### src/rtl/core/owmk_pkg.sv
`default_nettype none
package owmk_pkg;

    localparam int FRAC_BITS  = 12;
    localparam int COS45_Q16  = 46341;

    localparam int IN_W       = 16;
    localparam int PULSE_W    = 12;
    localparam int OFS_W      = 10;
    // signed wheel value: three terms of at most 2^31 each
    localparam int WHEEL_W    = 34;
    localparam int MAG_W      = WHEEL_W - 1;
    localparam int PROD_W     = MAG_W + OFS_W;
    localparam int QUOT_W     = OFS_W;
    localparam int QBIT_W     = $clog2(QUOT_W);
    localparam int N_WHEELS   = 4;
    localparam int WIDX_W     = $clog2(N_WHEELS);
    localparam int Q_DEPTH    = 2;

    localparam int CFG_IDX_W  = 3;
    localparam int CFG_DATA_W = 12;

    localparam logic [CFG_IDX_W-1:0] CFG_NEUTRAL  = CFG_IDX_W'(0);
    localparam logic [CFG_IDX_W-1:0] CFG_DEADZONE = CFG_IDX_W'(1);
    localparam logic [CFG_IDX_W-1:0] CFG_KICK     = CFG_IDX_W'(2);
    localparam logic [CFG_IDX_W-1:0] CFG_GAIN     = CFG_IDX_W'(3);

    localparam logic [PULSE_W-1:0] RST_NEUTRAL  = PULSE_W'(1490);
    localparam logic [OFS_W-1:0]   RST_DEADZONE = OFS_W'(60);
    localparam logic [OFS_W-1:0]   RST_KICK     = OFS_W'(200);
    localparam logic [OFS_W-1:0]   RST_GAIN     = OFS_W'(150);

    localparam logic [MAG_W-1:0]   UNIT_MAG  = MAG_W'(1) << (FRAC_BITS + 16);
    localparam logic [PULSE_W-1:0] PULSE_MAX = '1;

    typedef enum logic [1:0] {
        DIR_STOP = 2'd0,
        DIR_FWD  = 2'd1,
        DIR_REV  = 2'd3
    } t_dir;

    typedef struct packed {
        logic [PULSE_W-1:0] neutral_pulse;
        logic [OFS_W-1:0]   run_offset;
        logic [OFS_W-1:0]   kick_offset;
        logic [OFS_W-1:0]   speed_gain;
    } t_cfg;

    typedef struct packed {
        logic [N_WHEELS-1:0][MAG_W-1:0] mag;
        logic [N_WHEELS-1:0]            neg;
        logic [MAG_W-1:0]               den;
        logic                           scaled;
    } t_mix_item;

    typedef enum logic [2:0] {
        F_IDLE,
        F_MUL,
        F_MIX,
        F_MAX,
        F_PUSH
    } t_front_state;

    typedef enum logic [2:0] {
        B_IDLE,
        B_MUL,
        B_DIV,
        B_PULSE,
        B_OUT
    } t_back_state;

endpackage
`default_nettype wire

### src/rtl/core/owmk_stream_if.sv
`default_nettype none
interface owmk_cmd_if;
    logic                                valid;
    logic                                ready;
    logic signed [owmk_pkg::IN_W-1:0]    vel_x;
    logic signed [owmk_pkg::IN_W-1:0]    vel_y;
    logic signed [owmk_pkg::IN_W-1:0]    turn_rate;

    modport source (output valid, vel_x, vel_y, turn_rate, input ready);
    modport sink   (input valid, vel_x, vel_y, turn_rate, output ready);
endinterface

interface owmk_pulse_if;
    logic                          valid;
    logic                          ready;
    logic [owmk_pkg::PULSE_W-1:0]  pulse_front_right;
    logic [owmk_pkg::PULSE_W-1:0]  pulse_front_left;
    logic [owmk_pkg::PULSE_W-1:0]  pulse_rear_left;
    logic [owmk_pkg::PULSE_W-1:0]  pulse_rear_right;
    logic                          was_scaled;

    modport source (output valid, pulse_front_right, pulse_front_left, pulse_rear_left,
                    pulse_rear_right, was_scaled, input ready);
    modport sink   (input valid, pulse_front_right, pulse_front_left, pulse_rear_left,
                    pulse_rear_right, was_scaled, output ready);
endinterface
`default_nettype wire

### src/rtl/core/owmk_front.sv
`default_nettype none
module owmk_front (
    input  wire logic                i_clk,
    input  wire logic                i_rst_n,
    owmk_cmd_if.sink                 i_cmd,
    input  wire logic                i_q_full,
    output logic                     o_q_push,
    output owmk_pkg::t_mix_item      o_q_item
);

    localparam int WW = owmk_pkg::WHEEL_W;
    localparam int MW = owmk_pkg::MAG_W;
    localparam int NW = owmk_pkg::N_WHEELS;
    localparam logic signed [WW-1:0] C_COS = WW'(owmk_pkg::COS45_Q16);

    owmk_pkg::t_front_state r_state, n_state;

    logic signed [WW-1:0] r_a, r_b, r_w;
    logic [NW-1:0][MW-1:0] r_mag;
    logic [NW-1:0]         r_neg;
    logic [MW-1:0]         r_max01, r_max23;

    logic signed [WW-1:0] wh [NW];
    logic [MW-1:0]        mx;
    logic                 accept;

    assign accept = i_cmd.valid && i_cmd.ready;

    // wheel mix: motor zero (front right) negated
    always_comb begin
        wh[0] = r_b - r_a - r_w;
        wh[1] = r_a + r_b - r_w;
        wh[2] = r_b - r_a - r_w;
        wh[3] = r_w - r_a - r_b;
    end

    always_comb begin
        n_state = r_state;
        case (r_state)
            owmk_pkg::F_IDLE: if (i_cmd.valid) n_state = owmk_pkg::F_MUL;
            owmk_pkg::F_MUL:  n_state = owmk_pkg::F_MIX;
            owmk_pkg::F_MIX:  n_state = owmk_pkg::F_MAX;
            owmk_pkg::F_MAX:  n_state = owmk_pkg::F_PUSH;
            owmk_pkg::F_PUSH: if (!i_q_full) n_state = owmk_pkg::F_IDLE;
            default:          n_state = owmk_pkg::F_IDLE;
        endcase
    end

    always_comb begin
        i_cmd.ready = 1'b0;
        o_q_push    = 1'b0;
        case (r_state)
            owmk_pkg::F_IDLE: i_cmd.ready = 1'b1;
            owmk_pkg::F_PUSH: o_q_push    = !i_q_full;
            default: begin
                i_cmd.ready = 1'b0;
                o_q_push    = 1'b0;
            end
        endcase
    end

    always_comb begin
        mx              = (r_max01 > r_max23) ? r_max01 : r_max23;
        o_q_item.mag    = r_mag;
        o_q_item.neg    = r_neg;
        o_q_item.scaled = mx > owmk_pkg::UNIT_MAG;
        o_q_item.den    = o_q_item.scaled ? mx : owmk_pkg::UNIT_MAG;
    end

    always_ff @(posedge i_clk) begin
        if (!i_rst_n) begin
            r_state <= owmk_pkg::F_IDLE;
        end else begin
            r_state <= n_state;
        end
    end

    always_ff @(posedge i_clk) begin
        if (accept) begin
            r_a <= WW'(i_cmd.vel_x) * C_COS;
            r_b <= WW'(i_cmd.vel_y) * C_COS;
            r_w <= WW'($signed({i_cmd.turn_rate, 16'b0}));
        end
        if (r_state == owmk_pkg::F_MIX) begin
            for (int i = 0; i < NW; i++) begin
                r_neg[i] <= wh[i][WW-1];
                r_mag[i] <= wh[i][WW-1] ? MW'(-wh[i]) : MW'(wh[i]);
            end
        end
        if (r_state == owmk_pkg::F_MAX) begin
            r_max01 <= (r_mag[0] > r_mag[1]) ? r_mag[0] : r_mag[1];
            r_max23 <= (r_mag[2] > r_mag[3]) ? r_mag[2] : r_mag[3];
        end
    end

endmodule
`default_nettype wire

### src/rtl/core/owmk_queue.sv
`default_nettype none
module owmk_queue (
    input  wire logic                i_clk,
    input  wire logic                i_rst_n,
    input  wire logic                i_push,
    input  wire owmk_pkg::t_mix_item i_item,
    output logic                     o_full,
    input  wire logic                i_pop,
    output logic                     o_valid,
    output owmk_pkg::t_mix_item      o_item
);

    localparam int DEPTH = owmk_pkg::Q_DEPTH;
    localparam int PTR_W = (DEPTH > 1) ? $clog2(DEPTH) : 1;
    localparam int CNT_W = $clog2(DEPTH + 1);
    localparam logic [PTR_W-1:0] LAST = PTR_W'(DEPTH - 1);

    owmk_pkg::t_mix_item r_mem [DEPTH];
    logic [PTR_W-1:0] r_wr_ptr, r_rd_ptr;
    logic [CNT_W-1:0] r_count;

    assign o_full  = (r_count == CNT_W'(DEPTH));
    assign o_valid = (r_count != '0);
    assign o_item  = r_mem[r_rd_ptr];

    always_ff @(posedge i_clk) begin
        if (i_push) begin
            r_mem[r_wr_ptr] <= i_item;
        end
    end

    always_ff @(posedge i_clk) begin
        if (!i_rst_n) begin
            r_wr_ptr <= '0;
            r_rd_ptr <= '0;
            r_count  <= '0;
        end else begin
            if (i_push) begin
                r_wr_ptr <= (r_wr_ptr == LAST) ? '0 : r_wr_ptr + PTR_W'(1);
            end
            if (i_pop) begin
                r_rd_ptr <= (r_rd_ptr == LAST) ? '0 : r_rd_ptr + PTR_W'(1);
            end
            case ({i_push, i_pop})
                2'b10:   r_count <= r_count + CNT_W'(1);
                2'b01:   r_count <= r_count - CNT_W'(1);
                default: r_count <= r_count;
            endcase
        end
    end

    a_no_push_full: assert property (@(posedge i_clk) disable iff (!i_rst_n)
        i_push |-> !o_full) else $error("item pushed into full queue");
    a_no_pop_empty: assert property (@(posedge i_clk) disable iff (!i_rst_n)
        i_pop |-> o_valid) else $error("item popped from empty queue");
    a_count_range: assert property (@(posedge i_clk) disable iff (!i_rst_n)
        r_count <= CNT_W'(DEPTH)) else $error("queue count out of range");
    a_count_step: assert property (@(posedge i_clk) disable iff (!i_rst_n)
        (i_push && !i_pop) |=> r_count == $past(r_count) + CNT_W'(1))
        else $error("queue count did not advance on push");

endmodule
`default_nettype wire

### src/rtl/core/owmk_back.sv
`default_nettype none
module owmk_back (
    input  wire logic                i_clk,
    input  wire logic                i_rst_n,
    input  wire owmk_pkg::t_cfg      i_cfg,
    input  wire logic                i_q_valid,
    input  wire owmk_pkg::t_mix_item i_q_item,
    output logic                     o_q_pop,
    owmk_pulse_if.source             o_pulse
);

    localparam int NW  = owmk_pkg::N_WHEELS;
    localparam int PW  = owmk_pkg::PULSE_W;
    localparam int OW  = owmk_pkg::OFS_W;
    localparam int PRW = owmk_pkg::PROD_W;
    localparam int QW  = owmk_pkg::QUOT_W;
    localparam int QBW = owmk_pkg::QBIT_W;
    localparam int IW  = owmk_pkg::WIDX_W;

    owmk_pkg::t_back_state r_state, n_state;

    logic [IW-1:0]   r_idx;
    logic [PRW-1:0]  r_rem;
    logic [QW-1:0]   r_quot;
    logic [QBW-1:0]  r_bit;
    owmk_pkg::t_dir  r_dir [NW];
    logic [PW-1:0]   r_pulse [NW];

    logic            r_out_valid;
    logic [PW-1:0]   r_out_pulse [NW];
    logic            r_out_scaled;

    logic [PRW-1:0]  shifted;
    logic            fits;
    logic            out_free;
    logic            load_out;
    logic            last_wheel;
    logic [OW-1:0]   off;
    logic [OW:0]     mag_ofs;
    logic [PW:0]     up;
    logic [PW-1:0]   pulse;
    owmk_pkg::t_dir  cur;

    assign shifted    = PRW'(i_q_item.den) << r_bit;
    assign fits       = r_rem >= shifted;
    assign out_free   = !r_out_valid || o_pulse.ready;
    assign last_wheel = (r_idx == IW'(NW - 1));

    // offset away from neutral, the kick offset when the wheel was at rest
    always_comb begin
        off     = (r_dir[r_idx] == owmk_pkg::DIR_STOP) ? i_cfg.kick_offset
                                                       : i_cfg.run_offset;
        mag_ofs = {1'b0, r_quot} + {1'b0, off};
        up      = {1'b0, i_cfg.neutral_pulse} + (PW + 1)'(mag_ofs);
        if (r_quot == '0) begin
            cur   = owmk_pkg::DIR_STOP;
            pulse = i_cfg.neutral_pulse;
        end else if (i_q_item.neg[r_idx]) begin
            cur   = owmk_pkg::DIR_REV;
            pulse = (i_cfg.neutral_pulse < PW'(mag_ofs)) ? '0
                    : i_cfg.neutral_pulse - PW'(mag_ofs);
        end else begin
            cur   = owmk_pkg::DIR_FWD;
            pulse = up[PW] ? owmk_pkg::PULSE_MAX : up[PW-1:0];
        end
    end

    always_comb begin
        n_state = r_state;
        case (r_state)
            owmk_pkg::B_IDLE:  if (i_q_valid) n_state = owmk_pkg::B_MUL;
            owmk_pkg::B_MUL:   n_state = owmk_pkg::B_DIV;
            owmk_pkg::B_DIV:   if (r_bit == '0) n_state = owmk_pkg::B_PULSE;
            owmk_pkg::B_PULSE: n_state = last_wheel ? owmk_pkg::B_OUT : owmk_pkg::B_MUL;
            owmk_pkg::B_OUT:   if (out_free) n_state = owmk_pkg::B_IDLE;
            default:           n_state = owmk_pkg::B_IDLE;
        endcase
    end

    always_comb begin
        load_out = 1'b0;
        o_q_pop  = 1'b0;
        case (r_state)
            owmk_pkg::B_OUT: begin
                load_out = out_free;
                o_q_pop  = out_free;
            end
            default: begin
                load_out = 1'b0;
                o_q_pop  = 1'b0;
            end
        endcase
    end

    always_ff @(posedge i_clk) begin
        if (!i_rst_n) begin
            r_state     <= owmk_pkg::B_IDLE;
            r_out_valid <= 1'b0;
            r_idx       <= '0;
            for (int i = 0; i < NW; i++) begin
                r_dir[i] <= owmk_pkg::DIR_STOP;
            end
        end else begin
            r_state <= n_state;
            if (load_out) begin
                r_out_valid <= 1'b1;
            end else if (o_pulse.ready) begin
                r_out_valid <= 1'b0;
            end
            if (r_state == owmk_pkg::B_IDLE) begin
                r_idx <= '0;
            end else if (r_state == owmk_pkg::B_PULSE) begin
                r_dir[r_idx] <= cur;
                r_idx        <= r_idx + IW'(1);
            end
        end
    end

    // restoring divide, one quotient bit per cycle
    always_ff @(posedge i_clk) begin
        case (r_state)
            owmk_pkg::B_MUL: begin
                r_rem  <= PRW'(i_q_item.mag[r_idx]) * PRW'(i_cfg.speed_gain);
                r_quot <= '0;
                r_bit  <= QBW'(QW - 1);
            end
            owmk_pkg::B_DIV: begin
                if (fits) begin
                    r_rem         <= r_rem - shifted;
                    r_quot[r_bit] <= 1'b1;
                end
                r_bit <= r_bit - QBW'(1);
            end
            owmk_pkg::B_PULSE: begin
                r_pulse[r_idx] <= pulse;
            end
            default: begin
                r_bit <= r_bit;
            end
        endcase
        if (load_out) begin
            for (int i = 0; i < NW; i++) begin
                r_out_pulse[i] <= r_pulse[i];
            end
            r_out_scaled <= i_q_item.scaled;
        end
    end

    assign o_pulse.valid             = r_out_valid;
    assign o_pulse.pulse_front_right = r_out_pulse[0];
    assign o_pulse.pulse_front_left  = r_out_pulse[1];
    assign o_pulse.pulse_rear_left   = r_out_pulse[2];
    assign o_pulse.pulse_rear_right  = r_out_pulse[3];
    assign o_pulse.was_scaled        = r_out_scaled;

    a_quot_bound: assert property (@(posedge i_clk) disable iff (!i_rst_n)
        (r_state == owmk_pkg::B_PULSE) |-> (r_quot <= i_cfg.speed_gain))
        else $error("wheel deviation exceeds gain");

endmodule
`default_nettype wire

### src/rtl/core/omni_wheel_mixer_kickstart_top.sv
`default_nettype none
// Four-wheel omni mixer: takes one motion command (vel_x, vel_y, turn_rate in
// signed Q3.12) and returns four ESC pulse widths plus a flag that says whether
// the wheel speeds were normalized by their maximum. Each wheel gets a kick
// offset when it starts from rest and a deadzone offset while it keeps moving;
// the per-wheel direction is kept from one command to the next and cleared by
// reset. The command rate is set by the back end, which runs all four wheels
// in turn through one shared multiplier and one restoring divider (per wheel a
// multiply state, the divide state once per quotient bit and a pulse state, plus
// a hand-off state). The front end mixes and finds the maximum in its MUL, MIX
// and MAX states and works ahead through a two-entry queue, so it can accept a
// new command while the back end is still busy and the queue has room.
// Write configuration only while no command is in flight.
module omni_wheel_mixer_kickstart_top (
    input  wire logic                               i_clk,
    input  wire logic                               i_rst_n,
    input  wire logic                               i_cfg_we,
    input  wire logic [owmk_pkg::CFG_IDX_W-1:0]     i_cfg_idx,
    input  wire logic [owmk_pkg::CFG_DATA_W-1:0]    i_cfg_data,
    owmk_cmd_if.sink                                i_cmd,
    owmk_pulse_if.source                            o_pulse
);

    localparam int PW = owmk_pkg::PULSE_W;
    localparam int OW = owmk_pkg::OFS_W;

    owmk_pkg::t_cfg      r_cfg;
    owmk_pkg::t_mix_item push_item, head_item;
    logic                push, full, head_valid, pop;

    always_ff @(posedge i_clk) begin
        if (!i_rst_n) begin
            r_cfg.neutral_pulse <= owmk_pkg::RST_NEUTRAL;
            r_cfg.run_offset    <= owmk_pkg::RST_DEADZONE;
            r_cfg.kick_offset   <= owmk_pkg::RST_KICK;
            r_cfg.speed_gain    <= owmk_pkg::RST_GAIN;
        end else if (i_cfg_we) begin
            case (i_cfg_idx)
                owmk_pkg::CFG_NEUTRAL:  r_cfg.neutral_pulse <= i_cfg_data[PW-1:0];
                owmk_pkg::CFG_DEADZONE: r_cfg.run_offset    <= i_cfg_data[OW-1:0];
                owmk_pkg::CFG_KICK:     r_cfg.kick_offset   <= i_cfg_data[OW-1:0];
                owmk_pkg::CFG_GAIN:     r_cfg.speed_gain    <= i_cfg_data[OW-1:0];
                default:                r_cfg               <= r_cfg;
            endcase
        end
    end

    owmk_front u_front (
        .i_clk    (i_clk),
        .i_rst_n  (i_rst_n),
        .i_cmd    (i_cmd),
        .i_q_full (full),
        .o_q_push (push),
        .o_q_item (push_item)
    );

    owmk_queue u_queue (
        .i_clk   (i_clk),
        .i_rst_n (i_rst_n),
        .i_push  (push),
        .i_item  (push_item),
        .o_full  (full),
        .i_pop   (pop),
        .o_valid (head_valid),
        .o_item  (head_item)
    );

    owmk_back u_back (
        .i_clk     (i_clk),
        .i_rst_n   (i_rst_n),
        .i_cfg     (r_cfg),
        .i_q_valid (head_valid),
        .i_q_item  (head_item),
        .o_q_pop   (pop),
        .o_pulse   (o_pulse)
    );

endmodule
`default_nettype wire

### src/flat_wrapper.sv
// flat-port wrapper written by rule: the top's interface ports become plain ports
module omni_wheel_mixer_kickstart_top_flat 
  (i_clk, i_rst_n, i_cfg_we, i_cfg_idx, i_cfg_data, i_cmd_valid, i_cmd_vel_x, i_cmd_vel_y, i_cmd_turn_rate, i_cmd_ready, o_pulse_valid, o_pulse_pulse_front_right, o_pulse_pulse_front_left, o_pulse_pulse_rear_left, o_pulse_pulse_rear_right, o_pulse_was_scaled, o_pulse_ready);
  owmk_cmd_if i_cmd_i ();
  owmk_pulse_if o_pulse_i ();
  input  wire logic i_clk;
  input  wire logic i_rst_n;
  input  wire logic i_cfg_we;
  input  wire logic [owmk_pkg::CFG_IDX_W-1:0] i_cfg_idx;
  input  wire logic [owmk_pkg::CFG_DATA_W-1:0] i_cfg_data;
  input wire logic [$bits(i_cmd_i.valid)-1:0] i_cmd_valid;
  input wire logic [$bits(i_cmd_i.vel_x)-1:0] i_cmd_vel_x;
  input wire logic [$bits(i_cmd_i.vel_y)-1:0] i_cmd_vel_y;
  input wire logic [$bits(i_cmd_i.turn_rate)-1:0] i_cmd_turn_rate;
  output wire logic [$bits(i_cmd_i.ready)-1:0] i_cmd_ready;
  output wire logic [$bits(o_pulse_i.valid)-1:0] o_pulse_valid;
  output wire logic [$bits(o_pulse_i.pulse_front_right)-1:0] o_pulse_pulse_front_right;
  output wire logic [$bits(o_pulse_i.pulse_front_left)-1:0] o_pulse_pulse_front_left;
  output wire logic [$bits(o_pulse_i.pulse_rear_left)-1:0] o_pulse_pulse_rear_left;
  output wire logic [$bits(o_pulse_i.pulse_rear_right)-1:0] o_pulse_pulse_rear_right;
  output wire logic [$bits(o_pulse_i.was_scaled)-1:0] o_pulse_was_scaled;
  input wire logic [$bits(o_pulse_i.ready)-1:0] o_pulse_ready;
  assign i_cmd_i.valid = i_cmd_valid;
  assign i_cmd_i.vel_x = i_cmd_vel_x;
  assign i_cmd_i.vel_y = i_cmd_vel_y;
  assign i_cmd_i.turn_rate = i_cmd_turn_rate;
  assign i_cmd_ready = i_cmd_i.ready;
  assign o_pulse_valid = o_pulse_i.valid;
  assign o_pulse_pulse_front_right = o_pulse_i.pulse_front_right;
  assign o_pulse_pulse_front_left = o_pulse_i.pulse_front_left;
  assign o_pulse_pulse_rear_left = o_pulse_i.pulse_rear_left;
  assign o_pulse_pulse_rear_right = o_pulse_i.pulse_rear_right;
  assign o_pulse_was_scaled = o_pulse_i.was_scaled;
  assign o_pulse_i.ready = o_pulse_ready;
  omni_wheel_mixer_kickstart_top u_core (.i_clk(i_clk), .i_rst_n(i_rst_n), .i_cfg_we(i_cfg_we), .i_cfg_idx(i_cfg_idx), .i_cfg_data(i_cfg_data), .i_cmd(i_cmd_i), .o_pulse(o_pulse_i));
endmodule
### config.mk
export PLATFORM = sky130hd
export DESIGN_NAME = omni_wheel_mixer_kickstart_top_flat
export DESIGN_NICKNAME = d
export VERILOG_FILES = /design/src/rtl/core/owmk_pkg.sv /design/src/rtl/core/owmk_stream_if.sv /design/src/rtl/core/owmk_front.sv /design/src/rtl/core/owmk_queue.sv /design/src/rtl/core/owmk_back.sv /design/src/rtl/core/omni_wheel_mixer_kickstart_top.sv /design/src/flat_wrapper.sv
export SDC_FILE = /design/constraint.sdc
export NUM_CORES = 2
export LEC_CHECK = 0
export BUFFER_PORTS_ARGS = -buffer_cell sky130_fd_sc_hd__buf_2
export CELL_PAD_IN_SITES_DETAIL_PLACEMENT = 1
export CELL_PAD_IN_SITES_GLOBAL_PLACEMENT = 1
export CORE_MARGIN = 2
export CORE_UTILIZATION = 50
export CTS_BUF_LIST = sky130_fd_sc_hd__clkbuf_8
export DETAILED_ROUTE_END_ITERATION = 8
export GPL_ROUTABILITY_DRIVEN = 1
export PLACE_DENSITY_LB_ADDON = 0.1
export REMOVE_ABC_BUFFERS = 1
export SLEW_MARGIN = 20
export SYNTH_ARGS = -nofsm -noshare
export SYNTH_HDL_FRONTEND = slang
export SYNTH_SLANG_ARGS = --single-unit
### constraint.sdc
create_clock -name i_clk -period 15.2 [get_ports i_clk]
set_input_delay 0.76 -clock i_clk [delete_from_list [all_inputs] [get_ports i_clk]]
set_output_delay 0.76 -clock i_clk [all_outputs]
set_load 0.05 [all_outputs]
Yosys cells after proc, flatten, opt, wreduce, memory -nomap -nowiden

Memory sizes are Yosys's and may differ from the RTL's. A register that Yosys moved wholly into a read port is not among the register bits.
Cells that the tools add are included.

Add/sub/neg operators: 19
Multipliers: 3
Order comparisons: 9
Eq/ne operators: 21
Shifts and indexed selects: 1
Muxes and demuxes: 58
Bitwise logic cells: 2
Reduce and logical (&&, ||, !) cells: 24

Operator list:

| operator                                                                | number |
|---|---|
| 33-bit 2-to-1 mux                                                       | 8 |
| 33-bit > comparator                                                     | 3 |
| 33-bit negator                                                          | 3 |
| 43-bit case mux with 2 select lines                                     | 1 |
| 34-bit by 32-bit subtractor with 34-bit output                          | 2 |
| 34-bit subtractor                                                       | 2 |
| 33-bit binary-select mux with 2-bit select                              | 1 |
| 16-bit by 17-bit multiplier with 33-bit output (second input constant)  | 2 |
| 12-bit 2-to-1 mux                                                       | 4 |
| 43-bit greater-or-equal comparator                                      | 1 |
| 33-bit by 10-bit multiplier with 43-bit output                          | 1 |
| 43-bit 2-to-1 mux                                                       | 1 |
| 33-bit by 4-bit left shift with 43-bit output                           | 1 |
| 43-bit subtractor                                                       | 1 |
| 34-bit adder                                                            | 1 |
| 32-bit by 34-bit subtractor with 34-bit output                          | 1 |
| 33-bit by 29-bit > comparator with 1-bit output (second input constant) | 1 |
| 3-bit case mux with 5 select lines                                      | 2 |
| 1-bit 2-to-1 mux                                                        | 22 |
| 10-bit 2-to-1 mux                                                       | 2 |
| 10-bit case mux with 2 select lines                                     | 1 |
| 3-bit by 2-bit == test with 1-bit output (second input constant)        | 6 |
| 3-bit 2-to-1 mux                                                        | 6 |
| 12-bit by 11-bit adder with 13-bit output                               | 1 |
| 34 further kinds                                                        | 63 |

Bits in registers: 366
RAM bits: 444
Input bits: 68
Output and inout bits: 51
Memories kept: 4

Memories:

| name                      | words | width | read ports | clocked after Yosys merged registers in | write ports | line             | source |
|---|---|---|---|---|---|---|---|
| u_core.u_queue.r_mem      | 2     | 170   | 1          | 1                                       | 1           | owmk_queue.sv:18 | `owmk_pkg::t_mix_item r_mem [DEPTH];` |
| u_core.u_back.r_out_pulse | 4     | 12    | 4          | 0                                       | 4           | owmk_back.sv:30  | `logic [PW-1:0] r_out_pulse [NW];` |
| u_core.u_back.r_pulse     | 4     | 12    | 4          | 0                                       | 1           | owmk_back.sv:27  | `logic [PW-1:0] r_pulse [NW];` |
| u_core.u_back.r_dir       | 4     | 2     | 1          | 1                                       | 4           | owmk_back.sv:26  | `owmk_pkg::t_dir r_dir [NW];` |

Depth between registers and ports, before layout

Word-level depth: 7
Gate-level depth with buffers: 29

Hierarchy

Synthesis repeated with hierarchy kept, for this count alone.

Cells, all modules: 6551
Area total of the unflattened synthesis: 68809.7 um^2

By module, submodules not included:

| module                         | times used | cells an instance | area each (um^2) | seq. area each (um^2) |
|---|---|---|---|---|
| owmk_front                     | 1          | 3394              | 31227.4          | 7537.2 |
| owmk_back                      | 1          | 2444              | 23018.3          | 5024.8 |
| owmk_queue                     | 1          | 551               | 12887.4          | 10309.9 |
| omni_wheel_mixer_kickstart_top | 1          | 162               | 1676.6           | 840.8 |

Worst setup path before layout

Ideal clock, no wire load.

Kind: register to register
Start point: reg u_core.u_front.r_state[1]
End point: reg u_core.u_front.r_mag, in the netlist u_core.u_front.o_q_item[100] (enable)
Library setup time: 0.705 ns
Data arrival time: 7.766 ns
Data required time: 14.495 ns
Slack: 6.729 ns
Cell stages (with the launch flop): 2
Clock period less this slack: 8.471 ns
Path through: dfxtp_1 nor3b_1

Word-level cells in the longest chain between the ends: 1

RTL lines:

| element                                  | line             | source |
|---|---|---|
| start: declaration                       | owmk_front.sv:16 | `owmk_pkg::t_front_state r_state, n_state;` |
| start signal: assignment                 | owmk_front.sv:72 | `r_state <= owmk_pkg::F_IDLE;` |
| start signal: assignment                 | owmk_front.sv:74 | `r_state <= n_state;` |
| 3-bit by 2-bit == test with 1-bit output | owmk_front.sv:84 | `if (r_state == owmk_pkg::F_MIX) begin` |
| end signal: indexed assignment           | owmk_front.sv:87 | `r_mag[i] <= wh[i][WW-1] ? MW'(-wh[i]) : MW'(wh[i]);` |
| end: declaration                         | owmk_front.sv:19 | `logic [NW-1:0][MW-1:0] r_mag;` |

No other way between the ends.
A chain may end at the register's enable or synchronous reset.

==> impl_metrics.tcl <==
set metrics [dict create \
    synth_edf_count 681 \
    numPortBuffers 118 \
    p_sw_uw 7220 \
    maxCapViolations 0 \
    ys_seq_elements 739 \
    fin_crit_sh_pct 57.8 \
    synth_top_area_share_pct 33.1 \
    critPathMaxFanout 59 \
    antenna_found_initial 3 \
    p_total_uw 15100 \
    leakage_uw 0.0293 \
    area_delta_synth_final_pct 8.48 \
    p_clk_share_pct 12.7 \
    yosysSeqAreaShare_pct 35.0 \
    num_rows 128 \
    grt_overflow 0 \
    die_area_sq_um 126000 \
    vias 45100 \
    path_clk_slew_ns 0.06 \
    final_cells 7811 \
    pin_count 119 \
    drt_iter0_markers 2296 \
    clock_skew_ns 0.0432 \
    synth_flop_cell "edfxtp_1" \
    switching_share_pct 47.8 \
    place_congestion 0.909 \
    cts_buffers 132 \
    max-vdd-ir-drop_mv 0.118 \
    worst_pin_slew_ns 1.13 \
    cp-start-kind "flip-flop" \
    synth.distinct_cells 91 \
    hold_violations 0 \
    final_antenna_net_count 0 \
    rsz0062_at_grt "false" \
    ctsRootBufferMaster "clkbuf_8" \
    final_nets 7196 \
    slew_headroom_pct 24.3 \
    cts_tree "built" \
    yosys-top-cells-area "edfxtp_1, ha_1, fa_1" \
    fin_tns_setup_ns 0 \
    async_flop_share_pct 0 \
    firstDrtPassIters 6 \
    hold_class "in2reg" \
    syn_area_per_cell_sq_um 10.4 \
    fmax_mhz 114 \
    start_util_pct 50.5 \
    drc 0 \
    combPwrFrac_pct 64.7 \
    syn_inst 5944 \
    drt-total-wl_um 183000 \
    synth_area_sq_um 61700 \
    status "finished clean" \
    grt_use_total_pct 29.3 \
    clock_latency_ns 0.86 \
    crit_type "reg2reg" \
    grt_max_degree 74 \
    dieWidth_um 355 \
    worstSetupEndpointType "flip-flop" \
    post-cts-setup-buffers 0 \
    final_cell_mix "inv_1, edfxtp_1, ha_1, nand2_1, fa_1" \
    setup_viol 0 \
    dp_hpwl_um 146000 \
    core_region_area_sq_um 122000 \
    avgViaCountPerCell 5.77 \
    fillers 13300 \
    cellPowerDensity_nw_per_um2 226 \
    required_ns 15.75 \
    die_h_um 355 \
    p_seq_share_pct 22.6 \
    p_int_uw 7900 \
    first_global_vias 49600 \
    layout_commonest_cell "inv_1" \
    yosys.area.top_type "edfxtp_1" \
    grt_pass1_wl_um 284000 \
    final_max_slew_viol_count 0 \
    drive_above_1_share_pct 9.32 \
    htree_levels 4 \
    min_period_ns 8.78 \
    ys_warn_count 0 \
    avgRoutedWirePerCell_um 23.4 \
    cts_buffer_depth 3 \
    dpl.cell_count 7565 \
    worstPathArrival_ns 9.34 \
    cts.sinks 739 \
]
metrics by stage:
step	instance area, sq um	hold WS [ns]	util [%]	setup WS (ns)
6_report	67000	0.0913	54.8	6.42
5_1_grt	67000	0.0300	54.8	5.65
3_3_place_gp	64300	0.401	52.6	6.65
4_1_cts	67000	0.00399	54.8	6.42
2_1_floorplan	61100	0.400	-	5.37
3_5_place_dp	64300	0.405	52.6	6.45
worst max-delay path, stage by stage, from the launching register on:
cell,delay [ns]
dfxtp_4,0.96
buf_4,0.77
mux2i_1,0.18
o21ai_1,0.67
and2_1,0.26
fa_1,0.42
fa_1,0.52
fa_1,0.53
fa_1,0.54
inv_1,0.05
fa_1,0.53
inv_1,0.04
ha_1,0.38
and2_1,0.17
nor4b_1,0.40
o211ai_1,0.22
o21ai_0,0.27
a31oi_1,0.20
o41ai_1,0.64
nand3_1,0.16
a31oi_1,0.20
xnor2_1,0.14
mux2i_1,0.10
flip-flops by register name, indices dropped and copies added, names as in the netlist, 8 cells and up, named ones only:
name                       flops
u_core.u_front.r_a            33
u_core.u_back.r_pulse         48
u_core.u_front.r_b            33
u_core.u_back.r_quot          10
u_core.u_back.r_rem           43
u_core.r_cfg                  42
u_core.u_front.r_max01        33
u_core.u_back.r_out_pulse     48
u_core.u_front.o_q_item       98
u_core.u_front.r_w            16
u_core.u_queue.r_mem         270
u_core.u_back.r_dir            8
u_core.u_front.r_max23        33
cells in the mapped netlist, types with 32 or more instances:
library cell	instances
o21a_1	41
a21o_1	146
xor2_1	118
and2_1	192
ha_1	651
mux4_2	45
dfxtp_1	58
inv_1	795
nor2_1	272
a21boi_0	38
nand2_1	556
and3_1	41
fa_1	402
xnor2_1	187
o21ai_1	32
o21ai_0	223
nor2b_1	49
nand2b_1	46
o21bai_1	46
nand4_1	54
nor3_1	57
a21oi_1	312
edfxtp_1	681
nand3_1	94
clkbuf_1	150
a31oi_1	77
mux2_2	86
o211ai_1	38
mux2i_1	110
path summary, 6_finish.rpt:
path	start	end	slack, ns	cells past startpoint
max	flip-flop	u_core.u_back.r_rem[39]	6.42	22
min	i_cmd_turn_rate[14]	u_core.u_front.r_w[30]	0.09	1
max reg2reg	flip-flop	u_core.u_back.r_rem[39]	6.42	22
min reg2reg	u_core.u_back.r_pulse[1][2]	u_core.u_back.r_out_pulse[1][2]	0.40	0
layout make-up:
type,instances,area (sq um),share of cell area [%]
Multi-Input combinational cell,4230,36600,54.7
Sequential cell,739,21600,32.3
Inverter,797,2990,4.47
Tap cell,1625,2030,3.04
Clock buffer,138,1900,2.84
Timing Repair Buffer,175,1020,1.52
Clock inverter,104,781,1.17
Antenna cell,3,7.51,0.0112
logic make-up after synthesis:
kind of cell	count (synthesis)	synth area share, %
AO/OA/AOI/OAI	1149	11.9
flip-flops	739	35.0
adder cells (fa/ha/maj)	1053	26.2
XOR/XNOR	305	4.33
multiplexers	241	4.99
AND/OR/NAND/NOR	1482	11.6
buffers and inverters	975	5.93
what timing repair did:
item,CTS,global route
hold endpoints to repair,1,0
hold buffers,1,0
resized for setup,0,0
routing by layer:
metal,global-route usage (%),up-vias,part of all wire (%)
met3,4.12,363,3.2
met1,33.1,22900,39
met4,13.3,2,4.8
li1,-,21000,-
met2,54.3,853,52
met5,0,-,0.010
power by group through the flow:
stage	clock network, uW	registers (uW)	logic [uW]
after global routing	2050	3430	10800
after floorplan	0	3270	7010
after detailed placement	0	3450	9720
after CTS	1970	3410	9780
after global placement	0	3420	9430
final	1930	3410	9780
No activity file was read; power rests on OpenSTA's default activity.
